===== config.mk =====
export PLATFORM = sky130hd
export DESIGN_NAME = matrix_multiply_unit
export DESIGN_NICKNAME = d
export VERILOG_FILES = /design/src/hdl/mmu_pkg.sv /design/src/hdl/mmu_fifo.sv /design/src/hdl/mmu_front.sv /design/src/hdl/mmu_back.sv /design/src/hdl/matrix_multiply_unit.sv
export SDC_FILE = /design/constraint.sdc
export NUM_CORES = 2
export LEC_CHECK = 0
export BUFFER_PORTS_ARGS = -buffer_cell sky130_fd_sc_hd__buf_2
export CORE_AREA = 8 8 393 549
export CTS_BUF_LIST = sky130_fd_sc_hd__clkbuf_4
export DETAILED_ROUTE_END_ITERATION = 8
export DIE_AREA = 0 0 401 557
export PLACE_DENSITY = 0.68
export SYNTH_ARGS = -nofsm -noshare
export SYNTH_HDL_FRONTEND = slang
export SYNTH_HIERARCHICAL = 1
export SYNTH_SLANG_ARGS = --single-unit

===== constraint.sdc =====
create_clock -name clk -period 6.2 [get_ports clk]
set_input_delay 1.24 -clock clk [delete_from_list [all_inputs] [get_ports clk]]
set_output_delay 1.24 -clock clk [all_outputs]
set_load 0.01 [all_outputs]

===== src/hdl/mmu_pkg.sv =====
// shared types, codes and helpers for the matrix multiply unit
`default_nettype none

package mmu_pkg;

    localparam int MAX_DIM_DEF    = 8;
    localparam int ELEM_WIDTH_DEF = 16;

    localparam int IDX_W     = 3;
    localparam int DIM_W     = 4;
    localparam int VALUE_W   = 16;
    localparam int OUT_W     = 32;
    localparam int CFG_IDX_W = 2;
    localparam int CMD_DEPTH = 2;
    localparam int RES_DEPTH = 4;

    localparam logic [1:0] MODE_LOAD_A  = 2'd0;
    localparam logic [1:0] MODE_LOAD_B  = 2'd1;
    localparam logic [1:0] MODE_COMPUTE = 2'd2;

    localparam logic [1:0] CMD_LOAD_A  = 2'd0;
    localparam logic [1:0] CMD_LOAD_B  = 2'd1;
    localparam logic [1:0] CMD_COMPUTE = 2'd2;

    localparam logic [CFG_IDX_W-1:0] CFG_ROWS_A    = 2'd0;
    localparam logic [CFG_IDX_W-1:0] CFG_INNER_DIM = 2'd1;
    localparam logic [CFG_IDX_W-1:0] CFG_COLS_B    = 2'd2;

    localparam logic [OUT_W-1:0] SAT_MAX = 32'h7FFF_FFFF;
    localparam logic [OUT_W-1:0] SAT_MIN = 32'h8000_0000;

    typedef struct packed {
        logic [1:0]         kind;
        logic [IDX_W-1:0]   row;
        logic [IDX_W-1:0]   col;
        logic [VALUE_W-1:0] value;
    } cmd_t;

    typedef struct packed {
        logic [DIM_W-1:0] nr;
        logic [DIM_W-1:0] nk;
        logic [DIM_W-1:0] nc;
    } dims_t;

    typedef struct packed {
        logic [IDX_W-1:0] row;
        logic [IDX_W-1:0] col;
        logic [OUT_W-1:0] value;
        logic             last;
    } res_t;

    // zero reads as one, anything above the cap reads as the cap
    function automatic logic [DIM_W-1:0] clamp_dim(input logic [DIM_W-1:0] v, input int cap);
        logic [DIM_W-1:0] r;
        r = v;
        if (v == '0)
        begin
            r = DIM_W'(1);
        end
        else if (int'(v) > cap)
        begin
            r = DIM_W'(cap);
        end
        return r;
    endfunction

endpackage

`default_nettype wire


===== src/hdl/mmu_fifo.sv =====
// small first-in first-out queue used between the stages
`default_nettype none

module mmu_fifo
    import mmu_pkg::*;
#(
    parameter int DATA_W = 8,
    parameter int DEPTH  = 2
)
(
    input  wire logic              clk,
    input  wire logic              rst_n,
    input  wire logic              wr_en,
    input  wire logic [DATA_W-1:0] wr_data,
    input  wire logic              rd_en,
    output logic      [DATA_W-1:0] rd_data,
    output logic                   empty,
    output logic                   full
);

    localparam int PTR_W = (DEPTH > 1) ? $clog2(DEPTH) : 1;
    localparam int CNT_W = $clog2(DEPTH + 1);

    logic [DATA_W-1:0] mem [DEPTH];
    logic [PTR_W-1:0]  wr_ptr_reg, wr_ptr_next;
    logic [PTR_W-1:0]  rd_ptr_reg, rd_ptr_next;
    logic [CNT_W-1:0]  count_reg, count_next;
    logic              do_wr, do_rd;

    assign empty   = (count_reg == '0);
    assign full    = (count_reg == CNT_W'(DEPTH));
    assign do_wr   = wr_en && !full;
    assign do_rd   = rd_en && !empty;
    assign rd_data = mem[rd_ptr_reg];

    always_comb
    begin
        wr_ptr_next = wr_ptr_reg;
        rd_ptr_next = rd_ptr_reg;
        count_next  = count_reg;
        if (do_wr)
        begin
            wr_ptr_next = (wr_ptr_reg == PTR_W'(DEPTH - 1)) ? '0 : wr_ptr_reg + 1'b1;
        end
        if (do_rd)
        begin
            rd_ptr_next = (rd_ptr_reg == PTR_W'(DEPTH - 1)) ? '0 : rd_ptr_reg + 1'b1;
        end
        if (do_wr && !do_rd)
        begin
            count_next = count_reg + 1'b1;
        end
        else if (do_rd && !do_wr)
        begin
            count_next = count_reg - 1'b1;
        end
    end

    always_ff @(posedge clk or negedge rst_n)
    begin
        if (!rst_n)
        begin
            wr_ptr_reg <= '0;
            rd_ptr_reg <= '0;
            count_reg  <= '0;
        end
        else
        begin
            wr_ptr_reg <= wr_ptr_next;
            rd_ptr_reg <= rd_ptr_next;
            count_reg  <= count_next;
        end
    end

    always_ff @(posedge clk)
    begin
        if (do_wr)
        begin
            mem[wr_ptr_reg] <= wr_data;
        end
    end

endmodule

`default_nettype wire


===== src/hdl/mmu_front.sv =====
// front end: takes requests, classifies them and queues commands
`default_nettype none

module mmu_front
    import mmu_pkg::*;
#(
    parameter int MAX_DIM    = MAX_DIM_DEF,
    parameter int ELEM_WIDTH = ELEM_WIDTH_DEF
)
(
    input  wire logic                clk,
    input  wire logic                rst_n,
    input  wire logic                push,
    output logic                     full,
    input  wire logic [1:0]          mode,
    input  wire logic [IDX_W-1:0]    row,
    input  wire logic [IDX_W-1:0]    col,
    input  wire logic [VALUE_W-1:0]  value,
    input  wire logic                cmd_pop,
    output logic                     cmd_empty,
    output cmd_t                     cmd
);

    localparam int KEPT = (ELEM_WIDTH < VALUE_W) ? ELEM_WIDTH : VALUE_W;

    cmd_t             cmd_in;
    logic             keep;
    logic             q_wr;
    logic [$bits(cmd_t)-1:0] q_rd_data;

    // loads outside the store and the unused mode are dropped here
    always_comb
    begin
        cmd_in.row   = row;
        cmd_in.col   = col;
        cmd_in.value = VALUE_W'($signed(value[KEPT-1:0]));
        cmd_in.kind  = CMD_COMPUTE;
        keep         = 1'b0;
        unique case (mode) inside
            MODE_LOAD_A, MODE_LOAD_B:
            begin
                cmd_in.kind = (mode == MODE_LOAD_A) ? CMD_LOAD_A : CMD_LOAD_B;
                keep        = (int'(row) < MAX_DIM) && (int'(col) < MAX_DIM);
            end
            MODE_COMPUTE:
            begin
                cmd_in.kind = CMD_COMPUTE;
                keep        = 1'b1;
            end
            default:
            begin
                keep = 1'b0;
            end
        endcase
    end

    assign q_wr = push && !full && keep;
    assign cmd  = cmd_t'(q_rd_data);

    mmu_fifo #(
        .DATA_W ($bits(cmd_t)),
        .DEPTH  (CMD_DEPTH)
    ) u_cmd_q (
        .clk     (clk),
        .rst_n   (rst_n),
        .wr_en   (q_wr),
        .wr_data (cmd_in),
        .rd_en   (cmd_pop),
        .rd_data (q_rd_data),
        .empty   (cmd_empty),
        .full    (full)
    );

endmodule

`default_nettype wire


===== src/hdl/mmu_back.sv =====
// back end: element stores, multiply-accumulate sequencer and result queue
`default_nettype none

module mmu_back
    import mmu_pkg::*;
#(
    parameter int MAX_DIM    = MAX_DIM_DEF,
    parameter int ELEM_WIDTH = ELEM_WIDTH_DEF
)
(
    input  wire logic  clk,
    input  wire logic  rst_n,
    input  wire logic  cmd_empty,
    input  wire cmd_t  cmd,
    output logic       cmd_pop,
    input  wire dims_t dims,
    input  wire logic  pop,
    output logic       empty,
    output res_t       res
);

    localparam int DIM_CAP = (MAX_DIM < 8) ? MAX_DIM : 8;
    localparam int DEPTH   = DIM_CAP * DIM_CAP;
    localparam int ADDR_W  = (DEPTH > 1) ? $clog2(DEPTH) : 1;
    localparam int KEPT    = (ELEM_WIDTH < VALUE_W) ? ELEM_WIDTH : VALUE_W;
    localparam int PROD_W  = 2 * KEPT;
    localparam int ACC_W   = PROD_W + 4;
    localparam int SAT_W   = (ACC_W > 33) ? ACC_W : 33;
    localparam int CRED_W  = $clog2(RES_DEPTH + 1);
    localparam int AW2     = 2 * IDX_W;

    localparam logic S_IDLE = 1'b0;
    localparam logic S_RUN  = 1'b1;

    typedef struct packed {
        logic             first;
        logic             last;
        logic             fin;
        logic [IDX_W-1:0] row;
        logic [IDX_W-1:0] col;
    } tag_t;

    logic [KEPT-1:0] mem_a [DEPTH];
    logic [KEPT-1:0] mem_b [DEPTH];

    logic                    state_reg, state_next;
    logic [IDX_W-1:0]        r_reg, r_next;
    logic [IDX_W-1:0]        c_reg, c_next;
    logic [IDX_W-1:0]        i_reg, i_next;
    logic [CRED_W-1:0]       credit_reg, credit_next;

    logic                    we_a, we_b;
    logic [ADDR_W-1:0]       wr_addr, rd_addr_a, rd_addr_b;
    logic signed [KEPT-1:0]  rd_a_reg, rd_b_reg;

    logic                    issue, elem_start, last_i, last_r, last_c;
    logic                    s1_valid_reg, s2_valid_reg, done_reg;
    tag_t                    s1_tag_reg, s2_tag_reg, s3_tag_reg, tag_now;
    logic signed [PROD_W-1:0] prod_reg;
    logic signed [ACC_W-1:0]  acc_reg, acc_next;
    logic signed [SAT_W-1:0]  acc_ext;
    logic [SAT_W-32:0]       acc_hi;
    logic [OUT_W-1:0]        sat_value;
    res_t                    res_in;
    logic                    res_full;
    logic [$bits(res_t)-1:0] res_rd_data;

    assign last_i     = ({1'b0, i_reg} == DIM_W'(dims.nk - 1'b1));
    assign last_r     = ({1'b0, r_reg} == DIM_W'(dims.nr - 1'b1));
    assign last_c     = ({1'b0, c_reg} == DIM_W'(dims.nc - 1'b1));
    assign elem_start = (i_reg == '0);
    assign issue      = (state_reg == S_RUN) && (!elem_start || credit_reg != '0);

    assign wr_addr   = ADDR_W'({{IDX_W{1'b0}}, cmd.row} * AW2'(DIM_CAP) + {{IDX_W{1'b0}}, cmd.col});
    assign rd_addr_a = ADDR_W'({{IDX_W{1'b0}}, r_reg} * AW2'(DIM_CAP) + {{IDX_W{1'b0}}, i_reg});
    assign rd_addr_b = ADDR_W'({{IDX_W{1'b0}}, i_reg} * AW2'(DIM_CAP) + {{IDX_W{1'b0}}, c_reg});

    assign tag_now.first = elem_start;
    assign tag_now.last  = last_i;
    assign tag_now.fin   = last_i && last_r && last_c;
    assign tag_now.row   = r_reg;
    assign tag_now.col   = c_reg;

    // sequencer: loads are carried out while idle, a compute walks c, r, i
    always_comb
    begin
        state_next = state_reg;
        r_next     = r_reg;
        c_next     = c_reg;
        i_next     = i_reg;
        cmd_pop    = 1'b0;
        we_a       = 1'b0;
        we_b       = 1'b0;
        unique case (state_reg)
            S_IDLE:
            begin
                if (!cmd_empty)
                begin
                    cmd_pop = 1'b1;
                    we_a    = (cmd.kind == CMD_LOAD_A);
                    we_b    = (cmd.kind == CMD_LOAD_B);
                    if (cmd.kind == CMD_COMPUTE)
                    begin
                        state_next = S_RUN;
                        r_next     = '0;
                        c_next     = '0;
                        i_next     = '0;
                    end
                end
            end
            S_RUN:
            begin
                if (issue)
                begin
                    if (!last_i)
                    begin
                        i_next = i_reg + 1'b1;
                    end
                    else
                    begin
                        i_next = '0;
                        if (!last_r)
                        begin
                            r_next = r_reg + 1'b1;
                        end
                        else
                        begin
                            r_next = '0;
                            c_next = c_reg + 1'b1;
                            if (last_c)
                            begin
                                state_next = S_IDLE;
                            end
                        end
                    end
                end
            end
            default:
            begin
                state_next = S_IDLE;
            end
        endcase
    end

    // a result slot is reserved when an element starts and freed on pop
    always_comb
    begin
        credit_next = credit_reg;
        if (issue && elem_start)
        begin
            credit_next = credit_next - 1'b1;
        end
        if (pop && !empty)
        begin
            credit_next = credit_next + 1'b1;
        end
    end

    always_ff @(posedge clk or negedge rst_n)
    begin
        if (!rst_n)
        begin
            state_reg    <= S_IDLE;
            r_reg        <= '0;
            c_reg        <= '0;
            i_reg        <= '0;
            credit_reg   <= CRED_W'(RES_DEPTH);
            s1_valid_reg <= 1'b0;
            s2_valid_reg <= 1'b0;
            done_reg     <= 1'b0;
        end
        else
        begin
            state_reg    <= state_next;
            r_reg        <= r_next;
            c_reg        <= c_next;
            i_reg        <= i_next;
            credit_reg   <= credit_next;
            s1_valid_reg <= issue;
            s2_valid_reg <= s1_valid_reg;
            done_reg     <= s2_valid_reg && s2_tag_reg.last;
        end
    end

    // element stores with registered read
    always_ff @(posedge clk)
    begin
        if (we_a)
        begin
            mem_a[wr_addr] <= cmd.value[KEPT-1:0];
        end
        if (we_b)
        begin
            mem_b[wr_addr] <= cmd.value[KEPT-1:0];
        end
        rd_a_reg <= mem_a[rd_addr_a];
        rd_b_reg <= mem_b[rd_addr_b];
    end

    assign acc_next = s2_tag_reg.first ? ACC_W'(prod_reg) : acc_reg + ACC_W'(prod_reg);

    // multiply stage, then accumulate stage
    always_ff @(posedge clk)
    begin
        s1_tag_reg <= tag_now;
        prod_reg   <= PROD_W'(rd_a_reg) * PROD_W'(rd_b_reg);
        s2_tag_reg <= s1_tag_reg;
        if (s2_valid_reg)
        begin
            acc_reg    <= acc_next;
            s3_tag_reg <= s2_tag_reg;
        end
    end

    // saturate to 32 bits when the upper bits are not a sign extension
    assign acc_ext = SAT_W'(acc_reg);
    assign acc_hi  = acc_ext[SAT_W-1:31];
    always_comb
    begin
        if ((&acc_hi) || !(|acc_hi))
        begin
            sat_value = acc_ext[31:0];
        end
        else
        begin
            sat_value = acc_ext[SAT_W-1] ? SAT_MIN : SAT_MAX;
        end
    end

    assign res_in.row   = s3_tag_reg.row;
    assign res_in.col   = s3_tag_reg.col;
    assign res_in.value = sat_value;
    assign res_in.last  = s3_tag_reg.fin;
    assign res          = res_t'(res_rd_data);

    mmu_fifo #(
        .DATA_W ($bits(res_t)),
        .DEPTH  (RES_DEPTH)
    ) u_res_q (
        .clk     (clk),
        .rst_n   (rst_n),
        .wr_en   (done_reg),
        .wr_data (res_in),
        .rd_en   (pop),
        .rd_data (res_rd_data),
        .empty   (empty),
        .full    (res_full)
    );

    // slots are reserved ahead, so the queue is never written while full
    logic unused_full;
    assign unused_full = res_full;

endmodule

`default_nettype wire


===== src/hdl/matrix_multiply_unit.sv =====
// top level of the matrix multiply unit
`default_nettype none

// matrix multiply unit, C = A x B on signed Q8.8 elements.
// requests enter through a queue interface (push / full) and carry a mode:
// load A element, load B element, or compute. loads write one element of the
// A or B store at (row, col); a compute request emits every element of C in
// column-major order (column 0 rows 0..rows_a-1 first), each as signed
// Q16.16 saturated to 32 bits, with last_result marking the final element.
// results leave through a second queue (empty / pop).
// sizes come from three configuration registers (rows_a, inner_dim, cols_b),
// written through cfg_we / cfg_index / cfg_wdata; the user must write them only
// while idle (not enforced); zero counts as one, sizes above the store dimension are capped.
// rate: one shared multiply-accumulate unit reads one A and one B element per
// cycle from the two element stores, but it stalls at the start of an element
// while every result slot is reserved; a slot is freed when its result is popped.
// a request is accepted whenever the command queue has room, so the next
// request can be queued while a compute is still running.
// the element stores have no reset and no clearing pass: entries must be
// loaded before a compute reads them.

module matrix_multiply_unit
    import mmu_pkg::*;
#(
    parameter int MAX_DIM    = MAX_DIM_DEF,
    parameter int ELEM_WIDTH = ELEM_WIDTH_DEF
)
(
    input  wire logic                  clk,
    input  wire logic                  rst_n,
    // request side
    input  wire logic                  push,
    output logic                       full,
    input  wire logic [1:0]            mode,
    input  wire logic [IDX_W-1:0]      row,
    input  wire logic [IDX_W-1:0]      col,
    input  wire logic signed [VALUE_W-1:0] value,
    // result side
    output logic                       empty,
    input  wire logic                  pop,
    output logic [IDX_W-1:0]           out_row,
    output logic [IDX_W-1:0]           out_col,
    output logic signed [OUT_W-1:0]   out_value,
    output logic                       last_result,
    // configuration
    input  wire logic                  cfg_we,
    input  wire logic [CFG_IDX_W-1:0]  cfg_index,
    input  wire logic [DIM_W-1:0]      cfg_wdata
);

    localparam int DIM_CAP = (MAX_DIM < 8) ? MAX_DIM : 8;

    logic [DIM_W-1:0] rows_a_reg;
    logic [DIM_W-1:0] inner_dim_reg;
    logic [DIM_W-1:0] cols_b_reg;
    dims_t            dims;

    cmd_t             cmd;
    logic             cmd_empty;
    logic             cmd_pop;
    res_t             res;

    // configuration registers; the user must write them only while idle, the block does not enforce it
    always_ff @(posedge clk or negedge rst_n)
    begin
        if (!rst_n)
        begin
            rows_a_reg    <= DIM_W'(8);
            inner_dim_reg <= DIM_W'(8);
            cols_b_reg    <= DIM_W'(8);
        end
        else if (cfg_we)
        begin
            unique case (cfg_index)
                CFG_ROWS_A:    rows_a_reg    <= cfg_wdata;
                CFG_INNER_DIM: inner_dim_reg <= cfg_wdata;
                CFG_COLS_B:    cols_b_reg    <= cfg_wdata;
                default:
                begin
                end
            endcase
        end
    end

    // effective sizes after clamping
    assign dims.nr = clamp_dim(rows_a_reg, DIM_CAP);
    assign dims.nk = clamp_dim(inner_dim_reg, DIM_CAP);
    assign dims.nc = clamp_dim(cols_b_reg, DIM_CAP);

    mmu_front #(
        .MAX_DIM    (MAX_DIM),
        .ELEM_WIDTH (ELEM_WIDTH)
    ) u_front (
        .clk       (clk),
        .rst_n     (rst_n),
        .push      (push),
        .full      (full),
        .mode      (mode),
        .row       (row),
        .col       (col),
        .value     (value),
        .cmd_pop   (cmd_pop),
        .cmd_empty (cmd_empty),
        .cmd       (cmd)
    );

    mmu_back #(
        .MAX_DIM    (MAX_DIM),
        .ELEM_WIDTH (ELEM_WIDTH)
    ) u_back (
        .clk       (clk),
        .rst_n     (rst_n),
        .cmd_empty (cmd_empty),
        .cmd       (cmd),
        .cmd_pop   (cmd_pop),
        .dims      (dims),
        .pop       (pop),
        .empty     (empty),
        .res       (res)
    );

    // unpack the oldest waiting result
    assign out_row     = res.row;
    assign out_col     = res.col;
    assign out_value   = res.value;
    assign last_result = res.last;

endmodule

`default_nettype wire


* Word-level counts from Yosys, hierarchy flattened
Memory sizes are Yosys's and may differ from the RTL's. A register that Yosys moved wholly into a read port is not among the register bits.
Index checks and enable logic that the tools add are counted.
** Operators by class
- Add/sub/neg operators :: 20
- Multipliers :: 1
- Magnitude comparators :: 3
- Equality and inequality tests :: 18
- Multiplexer cells :: 56
- Bitwise operators :: 1
- Reductions and logical operators :: 49
** Operator list (count)
- 32-bit 2-to-1 mux :: 2
- 3-bit 2-to-1 mux :: 14
- 36-bit by 32-bit adder with 36-bit output :: 1
- 36-bit 2-to-1 mux :: 1
- 16-bit by 16-bit multiplier with 32-bit output :: 1
- 1-bit 2-to-1 mux :: 24
- 4-bit 2-to-1 mux :: 6
- 6-bit by 3-bit adder with 6-bit output :: 3
- 3-bit one-hot mux with 2 select lines :: 3
- 3-bit by 1-bit adder with 3-bit output (second input constant) :: 5
- 1-bit logical AND :: 15
- 2-bit equality test (second input constant) :: 6
- 3-bit by 4-bit equality test with 1-bit output :: 3
- 4-bit greater-than comparator (second input constant) :: 3
- 4-bit zero test :: 3
- 4-bit by 1-bit subtractor with 4-bit output (second input constant) :: 3
- 1-bit zero test :: 10
- 2-bit 2-to-1 mux :: 5
- 5-bit AND reduction :: 2
- 2-bit zero test :: 4
- 2-bit inequality test (second input constant) :: 4
- 2-bit by 1-bit adder with 2-bit output (second input constant) :: 3
- 2-bit by 1-bit equality test with 1-bit output (second input constant) :: 3
- 3-bit zero test :: 2
- 16 further kinds :: 22
** Storage, ports and cells
- Register bits :: 132
- Memory bits (writable) :: 2252
- Bits of input ports :: 35
- Word-level logic and storage cells :: 184
- Memories :: 4
** Memories
- u_back.mem_a :: words 64, width 16, rd ports 1, clocked after memory_dff 1, wr ports 1, RTL line mmu_back.sv:43 : logic [KEPT-1:0] mem_a [DEPTH];
- u_back.mem_b :: words 64, width 16, rd ports 1, clocked after memory_dff 1, wr ports 1, RTL line mmu_back.sv:44 : logic [KEPT-1:0] mem_b [DEPTH];
- u_back.u_res_q.mem :: words 4, width 39, rd ports 1, clocked after memory_dff 0, wr ports 1, RTL line mmu_fifo.sv:24 : logic [DATA_W-1:0] mem [DEPTH];
- u_front.u_cmd_q.mem :: words 2, width 24, rd ports 1, clocked after memory_dff 0, wr ports 1, RTL line mmu_fifo.sv:24

* Logic depth before layout (Yosys ltp)
- Depth in word-level cells :: 10
- Gate-level depth with buffers :: 24

* Cells and area by module
The synthesis kept the hierarchy.
** Modules (own cells, without submodules)
- mmu_back :: times used 1, cells an instance 4740, area each 94329.2 µm²
- mmu_fifo (u_back.u_res_q) :: times used 1, cells an instance 241, area each 6094.6 µm²
- mmu_fifo (u_front.u_cmd_q) :: times used 1, cells an instance 94, area each 2030.7 µm²
- matrix_multiply_unit :: times used 1, cells an instance 42, area each 563.0 µm²
- mmu_front :: times used 1, cells an instance 4, area each 26.3 µm²

* Worst setup path after synthesis
No wires, ideal clock.
- Path type :: reg-to-reg
- Start point :: register u_back.rd_a_reg[10] (read register of u_back.mem_a)
- End point :: register u_back.prod_reg[30]
- Arrival time :: 5910 ps
- Slack :: 168 ps
- Stages on the path, launching flop included :: 20
- Clock period less this slack :: 6032 ps
- Cell sequence :: dfxtp_1 -> clkbuf_1 -> nand2_1 -> fa_1 -> fa_1 -> fa_1 -> fa_1 -> inv_1 -> fa_1 -> fa_1 -> ha_1 -> a21o_1 -> a21o_1 -> a21o_1 -> a41oi_2 -> o31ai_1 -> o41a_4 -> a221oi_4 -> nor3_1 -> a311o_1
** On the way
- Cells in the longest elaborated chain, start to end :: 1
** RTL lines
- start: declaration :: RTL line mmu_back.sv:54 : logic signed [KEPT-1:0] rd_a_reg, rd_b_reg;
- 16-bit by 16-bit multiplier with 32-bit output :: RTL line mmu_back.sv:206 : prod_reg <= PROD_W'(rd_a_reg) * PROD_W'(rd_b_reg);
- end signal: assignment :: RTL line mmu_back.sv:206
- end: declaration :: RTL line mmu_back.sv:59 : logic signed [PROD_W-1:0] prod_reg;
Every way passes these cells.
A chain may end at the register's enable or synchronous reset.

* Final worst setup path
- Start point :: register u_back.rd_b_reg[4] (read register of u_back.mem_b)
- End point :: register u_back.prod_reg[30]
** On the way
- Cells in the longest elaborated chain, start to end :: 1
** RTL lines (RTL line)
- start: declaration :: mmu_back.sv:54
- 16-bit by 16-bit multiplier with 32-bit output :: mmu_back.sv:206
Every way passes these cells.

==> out/metrics.csv <==
stage,metric,value,unit
timing,Clock Skews,0.113,ns
synth,post-synthesis sequential area ratio,0.694,
grt,initial antenna violation count,9,
clock_tree,CTS sink count,2416,
drt,total wire length,236000,um
finish,layout cell share with drive strength beyond 1,0.325,
synth,"EDFF count, synth",2295,
timing,Slew Limit Fails,0,
timing,worst slew pin tran,1.31,ns
critical_path,"Data required, critical path",7.21,ns
clock_tree,H-tree depth,6,
clock_tree,CTS Buffer Depth,4,
die,chip height,557,um
grt,Tot GR Track Use,0.210,
synth,Avg Inst Size Synth,20.1,um^2
status,outcome,finished clean,
drt,Wirelength per Cell,26.5,um
critical_path,crit path DAT,7.07,ns
synth,ys async rst share,0.0161,
timing,Worst slew margin,0.129,
clock_tree,worst skew pair latency,1.22,ns
clock_tree,TritonCTS clock tree,built,
die,std cell rows,198,
synth,top post-synthesis cells by area,"edfxtp_1, mux4_2, fa_1, ha_1, dfxtp_1",
critical_path,FF-to-FF path depth,20,
drt,vias per cell,5.76,
die,die width,401,um
critical_path,flop2flop setup slack,0.14,ns
grt,largest net degree at the start of global routing,113,
drt,DRC violations left,0,
clock_tree,clock transition at the registers of the reported paths,0.06,ns
synth,Yosys warning count,6,
timing,RSZ-0062 raised after global routing,yes,
drt,Pre-antenna DRT Iters,7,
grt,first-pass GRT wire length,353000,um
timing,final count of hold timing violations,0,
place,GPL Wtd Cong,0.839,
timing,worst hold margin,0.229,ns
synth,"FF+latch count, synth",2416,
synth,Synth top cells by count,"edfxtp_1, mux4_2, inv_1",
synth,count of cell types in the netlist,75,
synth,top_reg_cell synth,edfxtp_1,
synth,Yosys top cell by area,edfxtp_1,
die,die area,0.223,mm^2
critical_path,reg2reg start,u_back/rd_b_reg[4],
timing,Max Fclk,165,MHz
finish,Regs by FF count,"u_back/mem_a x1024, u_back/mem_b x1024, u_back/u_res_q/mem x156",
synth,Post-Synthesis Cell Area,0.103,mm^2
timing,Final Setup Violations,0,
clock_tree,Num CTS Buffers,573,
finish,area grow syn2layout,11.5,%
timing,Tmin final,6.06,ns
timing,fin crit share,0.978,
timing,Setup TNS,0,ns
synth,synthesized net count,5554,
synth,top-area cell type share of the netlist area,0.669,
place,port bufs,75,
die,Core Footprint,0.207,mm^2
place,detailed placement HPWL,149000,um
critical_path,CP Capture Type,register,
finish,final net count,6201,
clock_tree,CTS root buffer,clkbuf_4,
hold_path,hold crit path type,in -> async,
job,Max Cap Viol,0,
critical_path,Critical Path Fanout Max,11,
synth,Post-Synthesis Cells,5121,
die,Starting Density,0.498,
clock_tree,hold-fix buffers at CTS,0,
critical_path,Crit Path Class,reg -> reg,
drt,remaining antenna violation count,0,
grt,grt ovf,0,
finish,fillers,15900,
critical_path,FF-to-FF End,u_back/prod_reg[30],
drt,vias,51200,
drt,Iteration-0 DRC Markers,4221,
die,io pins,76,
critical_path,Worst setup SP type,register,
grt,vias in the first global route,55500,
synth,most frequent cell after synthesis,edfxtp_1,
## per-stage QoR
| step | utilization | setup WS, ns | instance area, um^2 | cells |
|---|---|---|---|---|
| 2_1_floorplan | - | 0.168 | 103000 | 5121 |
| 3_3_place_gp | 0.520 | 0.0669 | 108000 | 7892 |
| 6_report | 0.555 | 0.137 | 115000 | 8892 |
| 4_1_cts | 0.554 | 0.000320 | 115000 | 8876 |
| 3_5_place_dp | 0.520 | 0.0286 | 108000 | 7892 |
| 5_1_grt | 0.555 | -0.0620 | 115000 | 8885 |
## repair_timing
| item | in CTS | in global routing |
|---|---|---|
| pin swaps | 0 | 1 |
| endpoints found under the hold margin | 0 | 0 |
| buffers inserted | 0 | 1 |
| setup endpoints to repair | 1 | 7 |
| gates resized for setup | 1 | 21 |
## cell families after synthesis
family                   synth area share
flip-flops                          0.694
multiplexers                        0.161
AND/OR/NAND/NOR                    0.0299
buffers and inverters              0.0226
adder cells (fa/ha/maj)            0.0676
AO/OA/AOI/OAI                      0.0164
XOR/XNOR                          0.00782
## how the worst max path moves through the flow
stage | from | endpoint | cells after the start
2_1_floorplan | u_back/rd_a_reg[10] | u_back/prod_reg[30] | 19
3_3_place_gp | u_back/rd_a_reg[6] | u_back/prod_reg[30] | 19
3_5_place_dp | u_back/rd_a_reg[6] | u_back/prod_reg[30] | 19
4_1_cts | u_back/rd_a_reg[4] | u_back/prod_reg[30] | 21
5_1_grt | u_back/rd_b_reg[1] | u_back/prod_reg[30] | 21
6_report | u_back/rd_b_reg[4] | u_back/prod_reg[30] | 20
## critical path, cell delays in order, from the launching register on
cell,delay (ns)
dfxtp_2,0.40
buf_4,0.18
and2_1,0.15
fa_1,0.54
inv_1,0.05
fa_1,0.41
fa_1,0.45
fa_1,0.49
inv_1,0.05
fa_1,0.54
fa_1,0.41
ha_1,0.30
a21o_1,0.17
a21o_1,0.18
a21o_1,0.18
a41oi_2,0.23
o31ai_1,0.16
o41a_4,0.40
a221oi_4,0.28
nor3_1,0.08
a311o_1,0.27
## final cells by class
cell class / instances / area (um^2) / share of cell area
Sequential cell: 2416 / 71600 / 0.623
Multi-Input combinational cell: 2145 / 29200 / 0.254
Clock buffer: 834 / 6260 / 0.0545
Tap cell: 2700 / 3380 / 0.0294
Timing Repair Buffer: 310 / 2320 / 0.0202
Inverter: 322 / 1210 / 0.0105
Clock inverter: 150 / 883 / 0.00769
Antenna cell: 15 / 37.5 / 0.000327
## per-layer routing
metal  share of wire  vias to the layer above  GRT usage
met3           0.060                      439     0.0324
met2            0.54                     1870      0.382
met4           0.042                        2     0.0878
li1                -                    21900          -
met1            0.36                    27100      0.250
met5        0.000055                        -          0
## cell usage in the layout (no fill, tap or decap), types with 11 or more instances in the layout
master and instances:
fa_1 264, nand2_1 196, inv_2 16, o21ai_0 57, ha_1 133, nor3_1 16, mux2_2 16, clkinv_1 108
nand3_1 23, nor2b_1 18, nand2b_1 13, mux2_4 26, dfxtp_1 65, clkbuf_4 834, and2_1 132, diode_2 15
buf_2 75, and3_1 11, xor2_1 33, a21o_1 63, a21oi_1 51, dfxtp_2 16, mux4_2 711, buf_12 14
edfxtp_1 2295, inv_1 321, dfrtp_1 26, buf_4 220, xnor2_1 59, nor2_1 190
Power is not shown: default switching activity piles up to over one toggle a cycle in this logic, so the estimate is an artifact.
